[src/design/es2d_pkg.sv]
package es2d_pkg;

    localparam logic [11:0] EPOCH_YEAR       = 12'd1970;
    localparam logic [16:0] DAY_SECONDS      = 17'd86400;
    localparam logic [16:0] HOUR_SECONDS     = 17'd3600;
    localparam logic [16:0] MINUTE_SECONDS   = 17'd60;
    localparam logic [8:0]  DAYS_COMMON_YEAR = 9'd365;

    // year mod 100 and mod 400 at the epoch
    localparam logic [6:0]  EPOCH_MOD100 = 7'd70;
    localparam logic [8:0]  EPOCH_MOD400 = 9'd370;

    localparam logic [3:0]  MONTH_JAN = 4'd0;
    localparam logic [3:0]  MONTH_FEB = 4'd1;
    localparam logic [3:0]  MONTH_DEC = 4'd11;

    // request to the bit-serial divider
    typedef struct packed {
        logic       start;
        logic [5:0] steps;
    } div_ctl_t;

    function automatic logic [4:0] month_len(input logic [3:0] m, input logic leap);
        logic [4:0] len;
        begin
            unique case (m)
                4'd1:                   len = leap ? 5'd29 : 5'd28;
                4'd3, 4'd5, 4'd8, 4'd10: len = 5'd30;
                default:                len = 5'd31;
            endcase
            return len;
        end
    endfunction

endpackage

[src/design/es2d_div.sv]
module es2d_div
    import es2d_pkg::*;
(
    input  logic        clk,
    input  logic        rst_n,
    input  div_ctl_t    ctl,
    input  logic [31:0] dividend,
    input  logic [16:0] divisor,
    output logic        done,
    output logic [31:0] quotient,
    output logic [16:0] remainder
);

    logic        run_reg, run_next;
    logic        done_reg, done_next;
    logic [5:0]  cnt_reg, cnt_next;
    logic [31:0] num_reg, num_next;
    logic [31:0] quo_reg, quo_next;
    logic [16:0] rem_reg, rem_next;
    logic [16:0] div_reg, div_next;

    logic [17:0] shifted;
    logic [17:0] diff;
    logic        fits;

    // restoring division, one quotient bit per cycle
    always_comb
    begin
        shifted   = {rem_reg, num_reg[31]};
        diff      = shifted - {1'b0, div_reg};
        fits      = !diff[17];
        run_next  = run_reg;
        done_next = 1'b0;
        cnt_next  = cnt_reg;
        num_next  = num_reg;
        quo_next  = quo_reg;
        rem_next  = rem_reg;
        div_next  = div_reg;
        if (ctl.start)
        begin
            run_next = 1'b1;
            cnt_next = ctl.steps;
            num_next = dividend;
            quo_next = '0;
            rem_next = '0;
            div_next = divisor;
        end
        else if (run_reg)
        begin
            num_next = {num_reg[30:0], 1'b0};
            quo_next = {quo_reg[30:0], fits};
            rem_next = fits ? diff[16:0] : shifted[16:0];
            cnt_next = cnt_reg - 6'd1;
            if (cnt_reg == 6'd1)
            begin
                run_next  = 1'b0;
                done_next = 1'b1;
            end
        end
    end

    always_ff @(posedge clk or negedge rst_n)
    begin
        if (!rst_n)
        begin
            run_reg  <= 1'b0;
            done_reg <= 1'b0;
            cnt_reg  <= '0;
        end
        else
        begin
            run_reg  <= run_next;
            done_reg <= done_next;
            cnt_reg  <= cnt_next;
        end
    end

    always_ff @(posedge clk)
    begin
        num_reg <= num_next;
        quo_reg <= quo_next;
        rem_reg <= rem_next;
        div_reg <= div_next;
    end

    assign done      = done_reg;
    assign quotient  = quo_reg;
    assign remainder = rem_reg;

`ifndef SYNTHESIS
    a_rem_below_divisor: assert property (@(posedge clk) disable iff (!rst_n)
        run_reg |-> rem_reg < div_reg)
        else $error("divider remainder reached divisor");

    a_start_runs: assert property (@(posedge clk) disable iff (!rst_n)
        (ctl.start && ctl.steps != 6'd0) |=> run_reg && !done_reg)
        else $error("divider did not start");

    a_done_after_run: assert property (@(posedge clk) disable iff (!rst_n)
        done_reg |-> $past(run_reg))
        else $error("divider done without a run");
`endif

endmodule

[src/design/epoch_seconds_to_utc_date.sv]
// Each transaction runs three bit-serial divisions (day, hour, minute), a year walk,
// a month walk and a load of the output register.
// A result still waiting at the output stalls the final step; a new input is taken
// while a result waits.
// Reset: rst_n is asynchronous, active low; clears the sequencer and the output valid.
module epoch_seconds_to_utc_date
    import es2d_pkg::*;
(
    input  logic        clk,
    input  logic        rst_n,
    input  logic        s_axis_tvalid,
    output logic        s_axis_tready,
    input  logic [31:0] s_axis_tdata,   // epoch_seconds[31:0]
    output logic        m_axis_tvalid,
    input  logic        m_axis_tready,
    // calendar_year[11:0], month_number[15:12], day_of_month[20:16],
    // hour_of_day[25:21], minute_of_hour[31:26], second_of_minute[37:32], zero[39:38]
    output logic [39:0] m_axis_tdata
);

    localparam logic [2:0] ST_IDLE    = 3'd0;
    localparam logic [2:0] ST_DIV_DAY = 3'd1;
    localparam logic [2:0] ST_DIV_HR  = 3'd2;
    localparam logic [2:0] ST_DIV_MIN = 3'd3;
    localparam logic [2:0] ST_YEAR    = 3'd4;
    localparam logic [2:0] ST_MONTH   = 3'd5;
    localparam logic [2:0] ST_FINISH  = 3'd6;

    logic [2:0]  state_reg, state_next;
    logic        ovalid_reg, ovalid_next;
    logic [39:0] odata_reg, odata_next;

    logic [15:0] days_reg, days_next;
    logic [11:0] year_reg, year_next;
    logic [6:0]  mod100_reg, mod100_next;
    logic [8:0]  mod400_reg, mod400_next;
    logic [3:0]  month_reg, month_next;
    logic        leap_reg, leap_next;
    logic [4:0]  hour_reg, hour_next;
    logic [5:0]  minute_reg, minute_next;
    logic [5:0]  second_reg, second_next;

    div_ctl_t    div_ctl;
    logic [31:0] div_dividend;
    logic [16:0] div_divisor;
    logic        div_done;
    logic [31:0] div_quo;
    logic [16:0] div_rem;

    logic        leap_now;
    logic [8:0]  ylen;
    logic [4:0]  mlen;
    logic        in_accept;
    logic        out_free;

    es2d_div u_div (
        .clk       (clk),
        .rst_n     (rst_n),
        .ctl       (div_ctl),
        .dividend  (div_dividend),
        .divisor   (div_divisor),
        .done      (div_done),
        .quotient  (div_quo),
        .remainder (div_rem)
    );

    assign s_axis_tready = (state_reg == ST_IDLE);
    assign in_accept     = s_axis_tvalid && s_axis_tready;
    assign out_free      = !ovalid_reg || m_axis_tready;

    assign leap_now = (mod400_reg == 9'd0) || ((mod100_reg != 7'd0) && (year_reg[1:0] == 2'd0));
    assign ylen     = DAYS_COMMON_YEAR + {8'd0, leap_now};
    assign mlen     = month_len(month_reg, leap_reg);

    always_comb
    begin
        state_next   = state_reg;
        ovalid_next  = ovalid_reg;
        odata_next   = odata_reg;
        days_next    = days_reg;
        year_next    = year_reg;
        mod100_next  = mod100_reg;
        mod400_next  = mod400_reg;
        month_next   = month_reg;
        leap_next    = leap_reg;
        hour_next    = hour_reg;
        minute_next  = minute_reg;
        second_next  = second_reg;
        div_ctl      = '{start: 1'b0, steps: 6'd0};
        div_dividend = s_axis_tdata;
        div_divisor  = DAY_SECONDS;

        if (ovalid_reg && m_axis_tready)
            ovalid_next = 1'b0;

        unique case (state_reg)
            ST_IDLE:
            begin
                if (in_accept)
                begin
                    div_ctl    = '{start: 1'b1, steps: 6'd32};
                    state_next = ST_DIV_DAY;
                end
            end
            ST_DIV_DAY:
            begin
                // seconds of day sit in the top 17 bits; 17 steps give the hour
                div_dividend = {div_rem, 15'd0};
                div_divisor  = HOUR_SECONDS;
                if (div_done)
                begin
                    days_next  = div_quo[15:0];
                    div_ctl    = '{start: 1'b1, steps: 6'd17};
                    state_next = ST_DIV_HR;
                end
            end
            ST_DIV_HR:
            begin
                div_dividend = {div_rem[11:0], 20'd0};
                div_divisor  = MINUTE_SECONDS;
                if (div_done)
                begin
                    hour_next  = div_quo[4:0];
                    div_ctl    = '{start: 1'b1, steps: 6'd12};
                    state_next = ST_DIV_MIN;
                end
            end
            ST_DIV_MIN:
            begin
                if (div_done)
                begin
                    minute_next = div_quo[5:0];
                    second_next = div_rem[5:0];
                    year_next   = EPOCH_YEAR;
                    mod100_next = EPOCH_MOD100;
                    mod400_next = EPOCH_MOD400;
                    state_next  = ST_YEAR;
                end
            end
            ST_YEAR:
            begin
                if (days_reg < {7'd0, ylen})
                begin
                    leap_next  = leap_now;
                    month_next = MONTH_JAN;
                    state_next = ST_MONTH;
                end
                else
                begin
                    days_next   = days_reg - {7'd0, ylen};
                    year_next   = year_reg + 12'd1;
                    mod100_next = (mod100_reg == 7'd99) ? 7'd0 : mod100_reg + 7'd1;
                    mod400_next = (mod400_reg == 9'd399) ? 9'd0 : mod400_reg + 9'd1;
                end
            end
            ST_MONTH:
            begin
                if (month_reg == MONTH_DEC || days_reg < {11'd0, mlen})
                    state_next = ST_FINISH;
                else
                begin
                    days_next  = days_reg - {11'd0, mlen};
                    month_next = month_reg + 4'd1;
                end
            end
            ST_FINISH:
            begin
                if (out_free)
                begin
                    odata_next  = {2'd0, second_reg, minute_reg, hour_reg,
                                   days_reg[4:0] + 5'd1, month_reg + 4'd1, year_reg};
                    ovalid_next = 1'b1;
                    state_next  = ST_IDLE;
                end
            end
            default:
            begin
                state_next = ST_IDLE;
            end
        endcase
    end

    always_ff @(posedge clk or negedge rst_n)
    begin
        if (!rst_n)
        begin
            state_reg  <= ST_IDLE;
            ovalid_reg <= 1'b0;
        end
        else
        begin
            state_reg  <= state_next;
            ovalid_reg <= ovalid_next;
        end
    end

    always_ff @(posedge clk)
    begin
        odata_reg  <= odata_next;
        days_reg   <= days_next;
        year_reg   <= year_next;
        mod100_reg <= mod100_next;
        mod400_reg <= mod400_next;
        month_reg  <= month_next;
        leap_reg   <= leap_next;
        hour_reg   <= hour_next;
        minute_reg <= minute_next;
        second_reg <= second_next;
    end

    assign m_axis_tvalid = ovalid_reg;
    assign m_axis_tdata  = odata_reg;

`ifndef SYNTHESIS
    a_accept_starts: assert property (@(posedge clk) disable iff (!rst_n)
        in_accept |=> state_reg == ST_DIV_DAY)
        else $error("accepted transaction did not start the divider");

    a_year_bound: assert property (@(posedge clk) disable iff (!rst_n)
        (state_reg == ST_YEAR) |-> (year_reg <= 12'd2106 && year_reg >= EPOCH_YEAR))
        else $error("year walk out of range");

    a_leap_counters: assert property (@(posedge clk) disable iff (!rst_n)
        (state_reg == ST_YEAR && mod400_reg == 9'd0) |-> mod100_reg == 7'd0)
        else $error("leap counters out of step");

    a_day_bound: assert property (@(posedge clk) disable iff (!rst_n)
        (state_reg == ST_FINISH) |-> (days_reg < 16'd31 && month_reg <= MONTH_DEC))
        else $error("day of month out of range");

    a_month_feb: assert property (@(posedge clk) disable iff (!rst_n)
        (state_reg == ST_FINISH && month_reg == MONTH_FEB) |-> days_reg < 16'd29)
        else $error("february day out of range");
`endif

endmodule
[config.mk]
export PLATFORM = sky130hd
export DESIGN_NAME = epoch_seconds_to_utc_date
export DESIGN_NICKNAME = d
export VERILOG_FILES = /design/src/design/es2d_pkg.sv /design/src/design/es2d_div.sv /design/src/design/epoch_seconds_to_utc_date.sv
export SDC_FILE = /design/constraint.sdc
export NUM_CORES = 1
export LEC_CHECK = 0
export BUFFER_PORTS_ARGS = -buffer_cell sky130_fd_sc_hd__buf_2
export CORE_UTILIZATION = 53
export DETAILED_ROUTE_END_ITERATION = 10
export PLACE_DENSITY = 0.72
export SLEW_MARGIN = 5
export SYNTH_ARGS = -nofsm -noshare
export SYNTH_HDL_FRONTEND = slang
export SYNTH_SLANG_ARGS = --single-unit
[constraint.sdc]
create_clock -name clk -period 4.9 [get_ports clk]
set_input_delay 0.245 -clock clk [delete_from_list [all_inputs] [get_ports clk]]
set_output_delay 0.245 -clock clk [all_outputs]
set_load 0.01 [all_outputs]
==> reports/qor.txt, run 1 <==
minimum clock period: 3450 ps
CTS H-tree lvls: 4
Synth cell types: 70
DRT Wirelength: 18.0 mm
outcome: finished, final reports clean
width of the die: 134 µm
most common flop cell mapped by yosys: sky130_fd_sc_hd__edfxtp_1
overall power of the completed layout: 5.54 mW
final total negative setup slack: 0 ps
switching power total: 1.93 mW
number of antenna violations at the first check in global routing: 0
overall routing resource usage: 21.0%
CP startpoint kind: register
power density relative to cell area: 535 nW/µm²
number of antenna diodes: 0
global-route wire length before repair: 29.7 mm
post-CTS setup buffers: 0
kind of capture point of the worst setup path: register
Met1 Routed Length: 8.51 mm
DRC violations left: 0
quantity of gates resized following cts: 0
switch share: 34.8%
top metal layer carrying routed signals: met4
latest clock arrival within the worst-skew pair: 440 ps
sequential share of power: 44.0%
max_slew headroom: 23.8%
DR WL met2: 8.63 mm
count of clock tree sinks: 185
worst vdd ir: 331 µV
post-route non-filler standard cell count: 1161
sequential cell area: 5170 µm²
Tcrit/Tclk final: 70.5%
root cell of the clock tree: sky130_fd_sc_hd__clkbuf_16
post-route clock skew: 13.3 ps
area of placed instances: 9790 µm²
worst hold-check slack: 99.7 ps
via count: 6499
Routed WL per cell: 15.5 µm
setup violation total in the final timing report: 0
combinational share of power: 32.9%
Multi-input gate area: 3780 µm²
initial core utilization: 54.9%
ys async rst share: 6.49%
final setup margin: 1450 ps
vias in the first global route: 6138
CP Data Arrival Time: 3570 ps
detailed-placement wirelength estimate: 12.0 mm
count of pins on the block boundary: 78
critical path peak fanout: 16
Tightest Pin Transition: 1140 ps
WP data required: 5010 ps
number of buffers created by CTS: 17
final net count: 996
part of the power in the clock network: 23.1%
largest net degree at the start of global routing: 77
synthesized area divided by synthesized cell count: 10.6 µm²
class of the most critical hold timing path: input port to register
share of the yosys chip area belonging to registers: 55.9%
Die Footprint: 18000 µm²
setup repair after global routing missed its margin: no
internal power of the cells: 3.61 mW
number of placed instances, taps included: 1128
Syn Std Cell Area: 9240 µm²
Core Region: 16800 µm²
static leakage power: 4.09 nW
global placer's final weighted congestion: 0.869
worst reg2reg setup slack: 1450 ps
cell-by-cell trace of the critical path: ha_1 > nand2b_1 > o21ai_0 > a21oi_1 > ha_1 > fa_1 > nand4b_1 > nand2_1 > nor2_1 > a32oi_1 > nand2_1 > a311oi_2 > buf_4
final core utilization: 61.6%
fin. max-slew vios: 0
fraction of layout cells with a size suffix above 1: 13.6%
filler cell count in the final layout: 1447
area overhead of the layout relative to synthesis: 12.1%
max-cap violation count: 0
clock tree from TritonCTS: built
WL met3: 598 µm
Max Clk Rate: 290 MHz
Worst path max stage delay: 470 ps
height of the chip: 134 µm
final instance area: 10400 µm²
Hold Fails Final Rpt: 0
Buffers on Ports: 75
vias per inst: 5.60
number of rows in the core area: 47
yosys synthesis warning count: 0
start-to-end type of the worst setup path: register to register
number of flops mapped to enable cells by yosys: 140
DR iter-0 viols: 452
antenna-violating nets left: 0
Bufs on Longest Clock Path: 2
setup slack at placement: 1490 ps
hold buffers post-CTS: 1
first-pass detailed-route iteration total: 6
clock edge transition at the registers on the reported setup and hold paths: 70 ps
synthesis-stage register bit count: 185
slowest cell on the critical path: sky130_fd_sc_hd__edfxtp_1
Overflow after GRT: 0
max reg flops: 38
Post-Syn Instances: 869
==> per-layer routing <==
layer  up-vias  track usage (%)
met5         -                0
met4         0             8.18
met3        23             3.48
met2       148             35.0
met1      3093             27.4
li1       3235                -
==> power groups by stage <==
stage               registers, mW  clock network [mW]  logic, mW
floorplan                    2.34                   0       1.52
global placement             2.46                   0       1.77
detailed placement           2.47                   0       1.81
CTS                          2.44                1.30       1.82
global route                 2.48                1.36       2.06
finish                       2.44                1.28       1.82
==> cell families after synthesis <==
group,count (synthesis),synth area share [%]
and+or+nand+nor,319,15.7
buffers and inverters,81,3.51
other,1,0.0406
adders and majority gates,32,4.58
muxes,30,3.28
DFF,185,55.9
xor gates and xnor gates,51,4.83
AOI/OAI and AO/OA,170,12.1
==> Yosys cell counts (3+ instances only) <==
master                     count  area (µm²)
sky130_fd_sc_hd__o21a_1        6        45.0
sky130_fd_sc_hd__or3_1         4        25.0
sky130_fd_sc_hd__ha_1         29         363
sky130_fd_sc_hd__o31a_1        4        35.0
sky130_fd_sc_hd__mux2i_1      28         280
sky130_fd_sc_hd__nand4b_1      4        35.0
sky130_fd_sc_hd__a221o_1       3        30.0
sky130_fd_sc_hd__inv_2         3        11.3
sky130_fd_sc_hd__nor3_1       16        80.1
sky130_fd_sc_hd__xor2_1       24         210
sky130_fd_sc_hd__a311oi_1      3        26.3
sky130_fd_sc_hd__nand4_1       3        18.8
sky130_fd_sc_hd__dfxtp_1      33         661
sky130_fd_sc_hd__a221oi_1      5        43.8
sky130_fd_sc_hd__a31oi_1      19         119
sky130_fd_sc_hd__nand3b_1      4        30.0
sky130_fd_sc_hd__buf_2         4        20.0
sky130_fd_sc_hd__nor3b_1       3        22.5
sky130_fd_sc_hd__a22oi_1      14         105
sky130_fd_sc_hd__and3_1        9        56.3
sky130_fd_sc_hd__nand3_1      36         180
sky130_fd_sc_hd__dfrtp_1      12         300
sky130_fd_sc_hd__a21o_1        4        30.0
sky130_fd_sc_hd__nand2_1     111         417
sky130_fd_sc_hd__and2_1        6        37.5
sky130_fd_sc_hd__edfxtp_1    140        4200
sky130_fd_sc_hd__xnor2_1      27         236
sky130_fd_sc_hd__nor4_1        3        18.8
sky130_fd_sc_hd__a211oi_1      5        37.5
sky130_fd_sc_hd__o21ai_0      24         120
sky130_fd_sc_hd__inv_1        32         120
sky130_fd_sc_hd__nor2b_1       8        50.1
sky130_fd_sc_hd__nor2_1       93         349
sky130_fd_sc_hd__clkbuf_1     38         143
sky130_fd_sc_hd__o21ai_1      28         140
sky130_fd_sc_hd__a21oi_1      26         130
sky130_fd_sc_hd__nand2b_1      8        50.1
sky130_fd_sc_hd__fa_1          3        60.1
sky130_fd_sc_hd__or2_1         5        31.3
sky130_fd_sc_hd__o211ai_1      4        30.0
==> worst max-delay path: cells and delay by family, from the launching register on <==
| family | cells | cell delay (ps) |
|---|---|---|
| and+or+nand+nor | 5 | 660 |
| AOI/OAI and AO/OA | 4 | 850 |
| adders and majority gates | 3 | 860 |
| DFF | 1 | 470 |
| buffers and inverters | 1 | 300 |
==> placed cells by master (no fill, tap or decap), types with 5 or more instances in the layout <==
cell                         count
sky130_fd_sc_hd__xnor2_1        27
sky130_fd_sc_hd__dfrtp_1        11
sky130_fd_sc_hd__nand3_1        36
sky130_fd_sc_hd__dfxtp_1        33
sky130_fd_sc_hd__edfxtp_1      140
sky130_fd_sc_hd__clkbuf_16      17
sky130_fd_sc_hd__buf_2          75
sky130_fd_sc_hd__a31oi_1        19
sky130_fd_sc_hd__ha_1           29
sky130_fd_sc_hd__inv_1          32
sky130_fd_sc_hd__or2_1           5
sky130_fd_sc_hd__nor2b_1         8
sky130_fd_sc_hd__clkinvlp_4      5
sky130_fd_sc_hd__nor2_1         91
sky130_fd_sc_hd__buf_4           9
sky130_fd_sc_hd__a21oi_1        26
sky130_fd_sc_hd__o21a_1          6
sky130_fd_sc_hd__and2_1          6
sky130_fd_sc_hd__a22oi_1        14
sky130_fd_sc_hd__nand2_1       111
sky130_fd_sc_hd__a211oi_1        5
sky130_fd_sc_hd__mux2i_1        28
sky130_fd_sc_hd__o21ai_1        28
sky130_fd_sc_hd__and3_1          9
sky130_fd_sc_hd__a221oi_1        5
sky130_fd_sc_hd__nand2b_1        8
sky130_fd_sc_hd__o21ai_0        24
sky130_fd_sc_hd__xor2_1         23
sky130_fd_sc_hd__nor3_1         16
==> worst paths after layout <==
kind,depth (start not counted),startpoint,to
max in group asynchronous,2,rst_n,u_div.run_reg
worst max-delay path,13,month_reg[0],days_reg[10]
min in group asynchronous,2,rst_n,u_div.cnt_reg[3]
worst max register to register,13,month_reg[0],days_reg[10]
worst min-delay path,3,s_axis_tdata[3],u_div.num_reg[3]
worst min register to register,0,hour_reg[0],m_axis_tdata[21]
==> area by class of cell <==
cell class              instances  share of cell area, %
well taps                     220                   2.66
repair buffers                 85                   4.37
clock buffers                  20                   4.41
inverters                      35                   1.27
multi-input cells             604                   36.5
flip-flops and latches        185                   49.9
clock inverters                12                  0.894
(Power assumes the default switching activity.)
==> run 2: changes to the inputs <==
--- a/config.mk
+++ b/config.mk
@@ -5,10 +5,11 @@
 export SDC_FILE = /design/constraint.sdc
 export NUM_CORES = 1
 export LEC_CHECK = 0
+export ABC_AREA = 1
 export BUFFER_PORTS_ARGS = -buffer_cell sky130_fd_sc_hd__buf_2
 export CORE_UTILIZATION = 53
 export DETAILED_ROUTE_END_ITERATION = 10
-export PLACE_DENSITY = 0.72
+export PLACE_DENSITY = 0.75
 export SLEW_MARGIN = 5
 export SYNTH_ARGS = -nofsm -noshare
 export SYNTH_HDL_FRONTEND = slang
==> constraint.sdc (replaced) <==
create_clock -name clk -period 3 [get_ports clk]
set_input_delay 0.15 -clock clk [delete_from_list [all_inputs] [get_ports clk]]
set_output_delay 0.15 -clock clk [all_outputs]
set_load 0.01 [all_outputs]
==> reports/qor.txt, run 2 <==
outcome: finished, violations left (was finished, final reports clean)
failing checks: negative setup slack
DRC violations left: 0 (unchanged)
most common cell after layout, fill and taps aside: sky130_fd_sc_hd__nand2_1 (was sky130_fd_sc_hd__edfxtp_1)
arithmetic-cell share of the synthesized area counting full adders, half adders and majority gates: 4.41% (was 4.58%)
CP startpoint kind: register (unchanged)
Syn Std Cell Area: 9580 µm² (was 9240 µm²)
max_slew headroom: 64.9% (was 23.8%)
largest net degree at the start of global routing: 39 (was 77)
number of antenna diodes: 0 (unchanged)
Buffers on Ports: 75 (unchanged)
latest clock arrival within the worst-skew pair: 440 ps (about the same)
clock tree from TritonCTS: built (unchanged)
largest family of logic cells by synthesized area: simple AND/OR/NAND/NOR gates (unchanged)
fraction of layout cells with a size suffix above 1: 17.5% (was 13.6%)
post-route clock skew: 13.7 ps (was 13.3 ps)
width of the die: 136 µm (was 134 µm)
static leakage power: 4.82 nW (was 4.09 nW)
kind of capture point of the worst setup path: register (unchanged)
worst reg2reg setup slack: -40 ps (was 1450 ps)
count of clock tree sinks: 185 (unchanged)
fin. max-slew vios: 0 (unchanged)
Hold Fails Final Rpt: 0 (unchanged)
Max Clk Rate: 329 MHz (was 290 MHz)
max-cap violation count: 0 (unchanged)
antenna-violating nets left: 0 (unchanged)
detailed-placement wirelength estimate: 15.2 mm (was 12.0 mm)
synthesized area divided by synthesized cell count: 8.82 µm² (was 10.6 µm²)
global-route wire length before repair: 35.1 mm (was 29.7 mm)
commonest cells after routing, fill and taps aside: sky130_fd_sc_hd__nand2_1 (305), sky130_fd_sc_hd__edfxtp_1 (140), sky130_fd_sc_hd__inv_1 (119), sky130_fd_sc_hd__nor2_1 (80), sky130_fd_sc_hd__buf_2 (75) (was sky130_fd_sc_hd__edfxtp_1 (140), sky130_fd_sc_hd__nand2_1 (111), sky130_fd_sc_hd__nor2_1 (91), sky130_fd_sc_hd__buf_2 (75), sky130_fd_sc_hd__nand3_1 (36))
number of stages on the worst hold path: 4 (was 3)
DRT Wirelength: 21.8 mm (was 18.0 mm)
worst reg2reg path endpoint: days_reg[15] (was days_reg[10])
proportion of synthesized area in mux cells: 0% (was 3.28%)
root cell of the clock tree: sky130_fd_sc_hd__clkbuf_16 (unchanged)
final net count: 1260 (was 996)
CP Data Arrival Time: 3180 ps (was 3570 ps)
worst hold-check slack: 52.7 ps (was 99.7 ps)
setup slack at placement: -81.1 ps (was 1490 ps)
via count: 7851 (was 6499)
height of the chip: 136 µm (was 134 µm)
filler cell count in the final layout: 1428 (was 1447)
Routed WL per cell: 15.2 µm (was 15.5 µm)
overall routing resource usage: 24.4% (was 21.0%)
Die Footprint: 18600 µm² (was 18000 µm²)
area fraction in compound gates after synthesis: 9.50% (was 12.1%)
Overflow after GRT: 0 (unchanged)
Tcrit/Tclk final: 101% (was 70.5%)
Commonest cells post-synth: sky130_fd_sc_hd__nand2_1 (314), sky130_fd_sc_hd__edfxtp_1 (140), sky130_fd_sc_hd__inv_1 (125), sky130_fd_sc_hd__nor2_1 (82), sky130_fd_sc_hd__nand3_1 (71) (was sky130_fd_sc_hd__edfxtp_1 (140), sky130_fd_sc_hd__nand2_1 (111), sky130_fd_sc_hd__nor2_1 (93), sky130_fd_sc_hd__clkbuf_1 (38), sky130_fd_sc_hd__nand3_1 (36))
start-to-end type of the worst setup path: register to register (unchanged)
main area contributors after synthesis: sky130_fd_sc_hd__edfxtp_1 (44%), sky130_fd_sc_hd__nand2_1 (12%), sky130_fd_sc_hd__dfxtp_1 (6.9%) (was sky130_fd_sc_hd__edfxtp_1 (45%), sky130_fd_sc_hd__dfxtp_1 (7.1%), sky130_fd_sc_hd__nand2_1 (4.5%))
CTS H-tree lvls: 4 (unchanged)
initial core utilization: 54.8% (was 54.9%)
post-synthesis share of cell area spent on and, or, nand and nor gates: 23.3% (was 15.7%)
length in cells of the worst reg-to-reg path: 18 (was 13)
number of antenna violations at the first check in global routing: 0 (unchanged)
final total negative setup slack: -513 ps (was 0 ps)
count of pins on the block boundary: 78 (unchanged)
Hold EP: m_axis_tvalid (was u_div.num_reg[3])
post-synthesis xor/xnor area fraction: 1.46% (was 4.83%)
synthesis-stage register bit count: 185 (unchanged)
critical path peak fanout: 7 (was 16)
ys async rst share: 6.49% (unchanged)
top cell type's share of synthesized area: 43.9% (was 45.5%)
clock edge transition at the registers on the reported setup and hold paths: 70 ps (about the same)
most common flop cell mapped by yosys: sky130_fd_sc_hd__edfxtp_1 (unchanged)
sequential cell area: 5160 µm² (was 5170 µm²)
number of flops mapped to enable cells by yosys: 140 (unchanged)
most frequently used cell type in the post-synthesis netlist: sky130_fd_sc_hd__nand2_1 (was sky130_fd_sc_hd__edfxtp_1)
share of the yosys chip area belonging to registers: 53.9% (was 55.9%)
setup repair after global routing missed its margin: yes (was no)
first-pass detailed-route iteration total: 6 (unchanged)
beginning of the worst register-to-register path: mod400_reg[0] (was month_reg[0])
setup violation total in the final timing report: 16 (was 0)
yosys synthesis warning count: 0 (unchanged)
DR iter-0 viols: 755 (was 452)
number of buffers created by CTS: 17 (unchanged)
Multi-input gate area: 3860 µm² (was 3780 µm²)
area overhead of the layout relative to synthesis: 16.5% (was 12.1%)
Core Region: 17500 µm² (was 16800 µm²)
Post-Syn Instances: 1086 (was 869)
Tightest Pin Transition: 523 ps (was 1140 ps)
global placer's final weighted congestion: 0.874 (was 0.869)
overall power of the completed layout: 11.3 mW (was 5.54 mW)
number of rows in the core area: 48 (was 47)
worst vdd ir: 726 µV (was 331 µV)
final setup margin: -38.5 ps (was 1450 ps)
max reg flops: 38 (unchanged)
Bufs on Longest Clock Path: 2 (unchanged)
WP data required: 3140 ps (was 5010 ps)
Synth cell types: 49 (was 70)
largest area contributor in the netlist: sky130_fd_sc_hd__edfxtp_1 (unchanged)
hold path startpoint: m_axis_tready (was s_axis_tdata[3])
vias per inst: 5.49 (was 5.60)
class of the most critical hold timing path: input port to register (unchanged)
power density relative to cell area: 1010 nW/µm² (was 535 nW/µm²)
vias in the first global route: 7346 (was 6138)
minimum clock period: 3040 ps (was 3450 ps)
==> run 2: cell count changes after synthesis, moves of 19 or more <==
cell / previous run / this run
sky130_fd_sc_hd__xnor2_1: 27 / 4
sky130_fd_sc_hd__o21ai_0: 24 / 51
sky130_fd_sc_hd__inv_1: 32 / 125
sky130_fd_sc_hd__nand3_1: 36 / 71
sky130_fd_sc_hd__mux2i_1: 28 / 0
sky130_fd_sc_hd__nand2_1: 111 / 314
sky130_fd_sc_hd__clkbuf_1: 38 / 9
sky130_fd_sc_hd__o21ai_1: 28 / 9
==> run 2: routing by layer <==
metal | GRT usage (%) | vias up | wire length [µm]
li1 | - | 3862 | -
met1 | 31.3 | 3652 | 9380
met2 | 40.9 | 296 | 10600
met3 | 4.03 | 41 | 1350
met4 | 10.3 | 0 | 455
met5 | 0 | - | 0
==> run 2: cell type report <==
class	instances	area share [%]
clock inverters	9	0.908
flip-flops and latches	185	46.3
inverters	138	4.72
well taps	225	2.52
clock buffers	23	4.38
repair buffers	118	6.62
multi-input cells	732	34.6
==> run 2: per-stage QoR <==
| stage | utilization, % | std cells | instance area [µm²] |
|---|---|---|---|
| global placement | 59.3 | 1384 | 10400 |
| floorplan | - | 1087 | 9630 |
| CTS | 63.3 | 1425 | 11100 |
| detailed placement | 59.3 | 1384 | 10400 |
| global route | 63.9 | 1430 | 11200 |
| finish | 63.9 | 1430 | 11200 |
==> run 2: worst max-delay path by stage <==
stage | from | end | slack, ps
after global placement | mod400_reg[1] | days_reg[1] | 30
final | mod400_reg[0] | days_reg[15] | -40
after global routing | month_reg[0] | days_reg[12] | -140
after floorplan | mod400_reg[0] | days_reg[0] | -50
after CTS | month_reg[0] | days_reg[15] | -4
after detailed placement | month_reg[0] | days_reg[0] | -80
==> run 2: power breakdown <==
part	total, mW	internal (mW)	switching (mW)	leakage (nW)
Combinational	4.80	1.67	3.13	2.81
Clock	2.25	1.26	0.986	0.292
Sequential	4.28	3.74	0.536	1.72
==> run 2: critical path: stages (launching register included) <==
cell and delay [ps]:
sky130_fd_sc_hd__edfxtp_1 410, sky130_fd_sc_hd__inv_2 100, sky130_fd_sc_hd__ha_4 130, sky130_fd_sc_hd__nand3_2 60, sky130_fd_sc_hd__or4_4 430, sky130_fd_sc_hd__nand2_4 100
sky130_fd_sc_hd__inv_4 50, sky130_fd_sc_hd__ha_4 150, sky130_fd_sc_hd__inv_4 50, sky130_fd_sc_hd__fa_2 210, sky130_fd_sc_hd__nand2_2 70, sky130_fd_sc_hd__nand2_2 70
sky130_fd_sc_hd__nand2_2 70, sky130_fd_sc_hd__nand2_2 70, sky130_fd_sc_hd__nand2_2 80, sky130_fd_sc_hd__nand2_4 120, sky130_fd_sc_hd__nor3_4 50, sky130_fd_sc_hd__a211oi_4 340
sky130_fd_sc_hd__buf_6 190
==> run 2: logic make-up (layout without fill, tap and decap cells) <==
| group | after synthesis | in the layout |
|---|---|---|
| other | 1 | 2 |
| xor gates and xnor gates | 16 | 16 |
| DFF | 185 | 185 |
| AOI/OAI and AO/OA | 155 | 155 |
| and+or+nand+nor | 527 | 527 |
| buffers and inverters | 170 | 288 |
| adders and majority gates | 32 | 32 |
==> run 2: what timing repair did <==
action / 4_1_cts / 5_1_grt
setup buffers: 6 / 5
pin swaps: 6 / 6
cloned: 1 / 0
hold endpoints to repair: 13 / 0
resized for setup: 19 / 15
endpoints found under the setup margin: 21 / 54
hold buffers: 2 / 0
==> run 3: changes to the inputs <==
--- a/config.mk
+++ b/config.mk
@@ -5,7 +5,6 @@
 export SDC_FILE = /design/constraint.sdc
 export NUM_CORES = 1
 export LEC_CHECK = 0
-export ABC_AREA = 1
 export BUFFER_PORTS_ARGS = -buffer_cell sky130_fd_sc_hd__buf_2
 export CORE_UTILIZATION = 53
 export DETAILED_ROUTE_END_ITERATION = 10
==> reports/qor.txt, run 3 (synthesized netlist as in run 1, its figures left out) <==
CP startpoint kind: register (unchanged)
antenna-violating nets left: 0 (unchanged)
clock edge transition at the registers on the reported setup and hold paths: 70 ps (about the same)
clock tree from TritonCTS: built (unchanged)
static leakage power: 4.37 nW (was 4.82 nW)
final setup margin: -173 ps (was -38.5 ps)
max reg flops: 38 (unchanged)
max-cap violation count: 0 (unchanged)
number of rows in the core area: 47 (was 48)
setup repair after global routing missed its margin: yes (unchanged)
final net count: 1039 (was 1260)
width of the die: 134 µm (was 136 µm)
final instance area: 10900 µm² (was 11200 µm²)
Die Footprint: 18000 µm² (was 18600 µm²)
area overhead of the layout relative to synthesis: 17.9% (was 16.5%)
Buffers on Ports: 75 (unchanged)
worst reg2reg setup slack: -170 ps (was -40 ps)
vias in the first global route: 6616 (was 7346)
max_slew headroom: 47.9% (was 64.9%)
Core Region: 16800 µm² (was 17500 µm²)
number of antenna violations at the first check in global routing: 0 (unchanged)
largest net degree at the start of global routing: 77 (was 39)
commonest cells after routing, fill and taps aside: sky130_fd_sc_hd__edfxtp_1 (140), sky130_fd_sc_hd__nand2_1 (107), sky130_fd_sc_hd__nor2_1 (90), sky130_fd_sc_hd__buf_2 (75), sky130_fd_sc_hd__buf_4 (44) (was sky130_fd_sc_hd__nand2_1 (305), sky130_fd_sc_hd__edfxtp_1 (140), sky130_fd_sc_hd__inv_1 (119), sky130_fd_sc_hd__nor2_1 (80), sky130_fd_sc_hd__buf_2 (75))
setup violation total in the final timing report: 16 (unchanged)
via count: 6882 (was 7851)
kind of capture point of the worst setup path: register (unchanged)
Tightest Pin Transition: 782 ps (was 523 ps)
DRT Wirelength: 19.3 mm (was 21.8 mm)
setup slack at placement: -84.2 ps (was -81.1 ps)
critical path peak fanout: 8 (was 7)
final core utilization: 64.8% (was 63.9%)
DRC violations left: 0 (unchanged)
most common cell after layout, fill and taps aside: sky130_fd_sc_hd__edfxtp_1 (was sky130_fd_sc_hd__nand2_1)
WP data required: 3160 ps (was 3140 ps)
number of buffers created by CTS: 17 (unchanged)
worst reg2reg path endpoint: days_reg[4] (was days_reg[15])
Hold EP: u_div.num_reg[8] (was m_axis_tvalid)
fraction of layout cells with a size suffix above 1: 19.5% (was 17.5%)
height of the chip: 134 µm (was 136 µm)
Max Clk Rate: 315 MHz (was 329 MHz)
outcome: finished, violations left (unchanged)
power density relative to cell area: 865 nW/µm² (was 1010 nW/µm²)
minimum clock period: 3170 ps (was 3040 ps)
global placer's final weighted congestion: 0.868 (was 0.874)
vias per inst: 5.72 (was 5.49)
count of clock tree sinks: 185 (unchanged)
DR iter-0 viols: 495 (was 755)
initial core utilization: 54.9% (was 54.8%)
detailed-placement wirelength estimate: 12.5 mm (was 15.2 mm)
start-to-end type of the worst setup path: register to register (unchanged)
length in cells of the worst reg-to-reg path: 13 (was 18)
area of placed instances: 10000 µm² (was 10400 µm²)
overall routing resource usage: 22.2% (was 24.4%)
Bufs on Longest Clock Path: 2 (unchanged)
Tcrit/Tclk final: 106% (was 101%)
post-route clock skew: 12.1 ps (was 13.7 ps)
fin. max-slew vios: 0 (unchanged)
CTS H-tree lvls: 4 (unchanged)
root cell of the clock tree: sky130_fd_sc_hd__clkbuf_16 (unchanged)
first-pass detailed-route iteration total: 7 (was 6)
failing checks: negative setup slack (unchanged)
number of stages on the worst hold path: 3 (was 4)
class of the most critical hold timing path: input port to register (unchanged)
latest clock arrival within the worst-skew pair: 440 ps (about the same)
number of antenna diodes: 0 (unchanged)
CP Data Arrival Time: 3330 ps (was 3180 ps)
Hold Fails Final Rpt: 0 (unchanged)
overall power of the completed layout: 9.43 mW (was 11.3 mW)
beginning of the worst register-to-register path: month_reg[0] (was mod400_reg[0])
final total negative setup slack: -2350 ps (was -513 ps)
global-route wire length before repair: 31.5 mm (was 35.1 mm)
worst vdd ir: 477 µV (was 726 µV)
Overflow after GRT: 0 (unchanged)
hold path startpoint: s_axis_tdata[8] (was m_axis_tready)
Routed WL per cell: 16.0 µm (was 15.2 µm)
count of pins on the block boundary: 78 (unchanged)
==> run 3: cell count changes in the layout (fill, tap and decap cells not counted), sizes merged, moves of 14 or more <==
cell	before	now
xnor2	4	27
a22oi	0	14
inv	142	42
a21oi	42	26
o22ai	17	2
nand3	71	36
nand2	319	111
mux2i	0	28
==> run 3: through the flow <==
stage                     hold WS [ps]  std cells
final                             5.81       1204
after global routing              10.2       1204
after CTS                        0.449       1191
after detailed placement          52.2       1153
after global placement            58.2       1153
after floorplan                   -146        870
==> run 3: timing repair <==
action / in CTS / in global routing
cloned: 0 / 1
hold endpoints to repair: 16 / 0
pin swaps: 1 / 11
setup buffers: 1 / 12
hold buffers: 5 / 0
setup endpoints to repair: 49 / 56
gates resized for setup: 2 / 18
==> run 3: area by class of cell <==
class,instances,area (µm²)
timing repair buffer,128,832
clock inverter,14,185
clock buffer,18,429
tap,220,275
fill,1323,5920
inverter,35,131
sequential,185,5170
multi-input combinational,604,3880
==> run 3: report_power, final <==
group / total [mW] / switching [mW] / internal [mW] / leakage (nW)
Combinational: 3.08 / 1.75 / 1.33 / 2.30
Clock: 2.37 / 1.03 / 1.34 / 0.301
Sequential: 3.98 / 0.471 / 3.51 / 1.77
Total: 9.43 / 3.25 / 6.18 / 4.37
==> run 3: worst max path at each step <==
| stage | from | to | slack [ps] | cells after the start |
|---|---|---|---|---|
| final | month_reg[0] | days_reg[4] | -170 | 13 |
| after global routing | month_reg[1] | days_reg[10] | -320 | 14 |
| after CTS | month_reg[0] | days_reg[15] | -90 | 14 |
| after detailed placement | month_reg[0] | days_reg[0] | -80 | 13 |
| after global placement | mod100_reg[2] | month_reg[3] | -0.9 | 14 |
| after floorplan | month_reg[1] | days_reg[0] | -160 | 11 |
==> run 3: worst max-delay path, cell delays in order, from the launching register on <==
cell                        delay [ps]
sky130_fd_sc_hd__edfxtp_1          480
sky130_fd_sc_hd__ha_2              220
sky130_fd_sc_hd__nand2b_4          130
sky130_fd_sc_hd__o21ai_2           120
sky130_fd_sc_hd__a21oi_2            70
sky130_fd_sc_hd__ha_2              180
sky130_fd_sc_hd__fa_2              330
sky130_fd_sc_hd__nand4b_1          230
sky130_fd_sc_hd__nand2_2           130
sky130_fd_sc_hd__nor2_2             50
sky130_fd_sc_hd__a32oi_2           210
sky130_fd_sc_hd__nand2_2           110
sky130_fd_sc_hd__a311oi_4          390
sky130_fd_sc_hd__clkbuf_16         230
==> run 3: per-layer routing <==
metal / GRT usage [%] / share of wire (%) / up-vias
met1: 28.6 / 44 / 3326
met4: 7.87 / 1.7 / 0
li1: - / - / 3335
met5: 0 / 0 / -
met2: 37.7 / 50 / 188
met3: 4.04 / 4.2 / 33
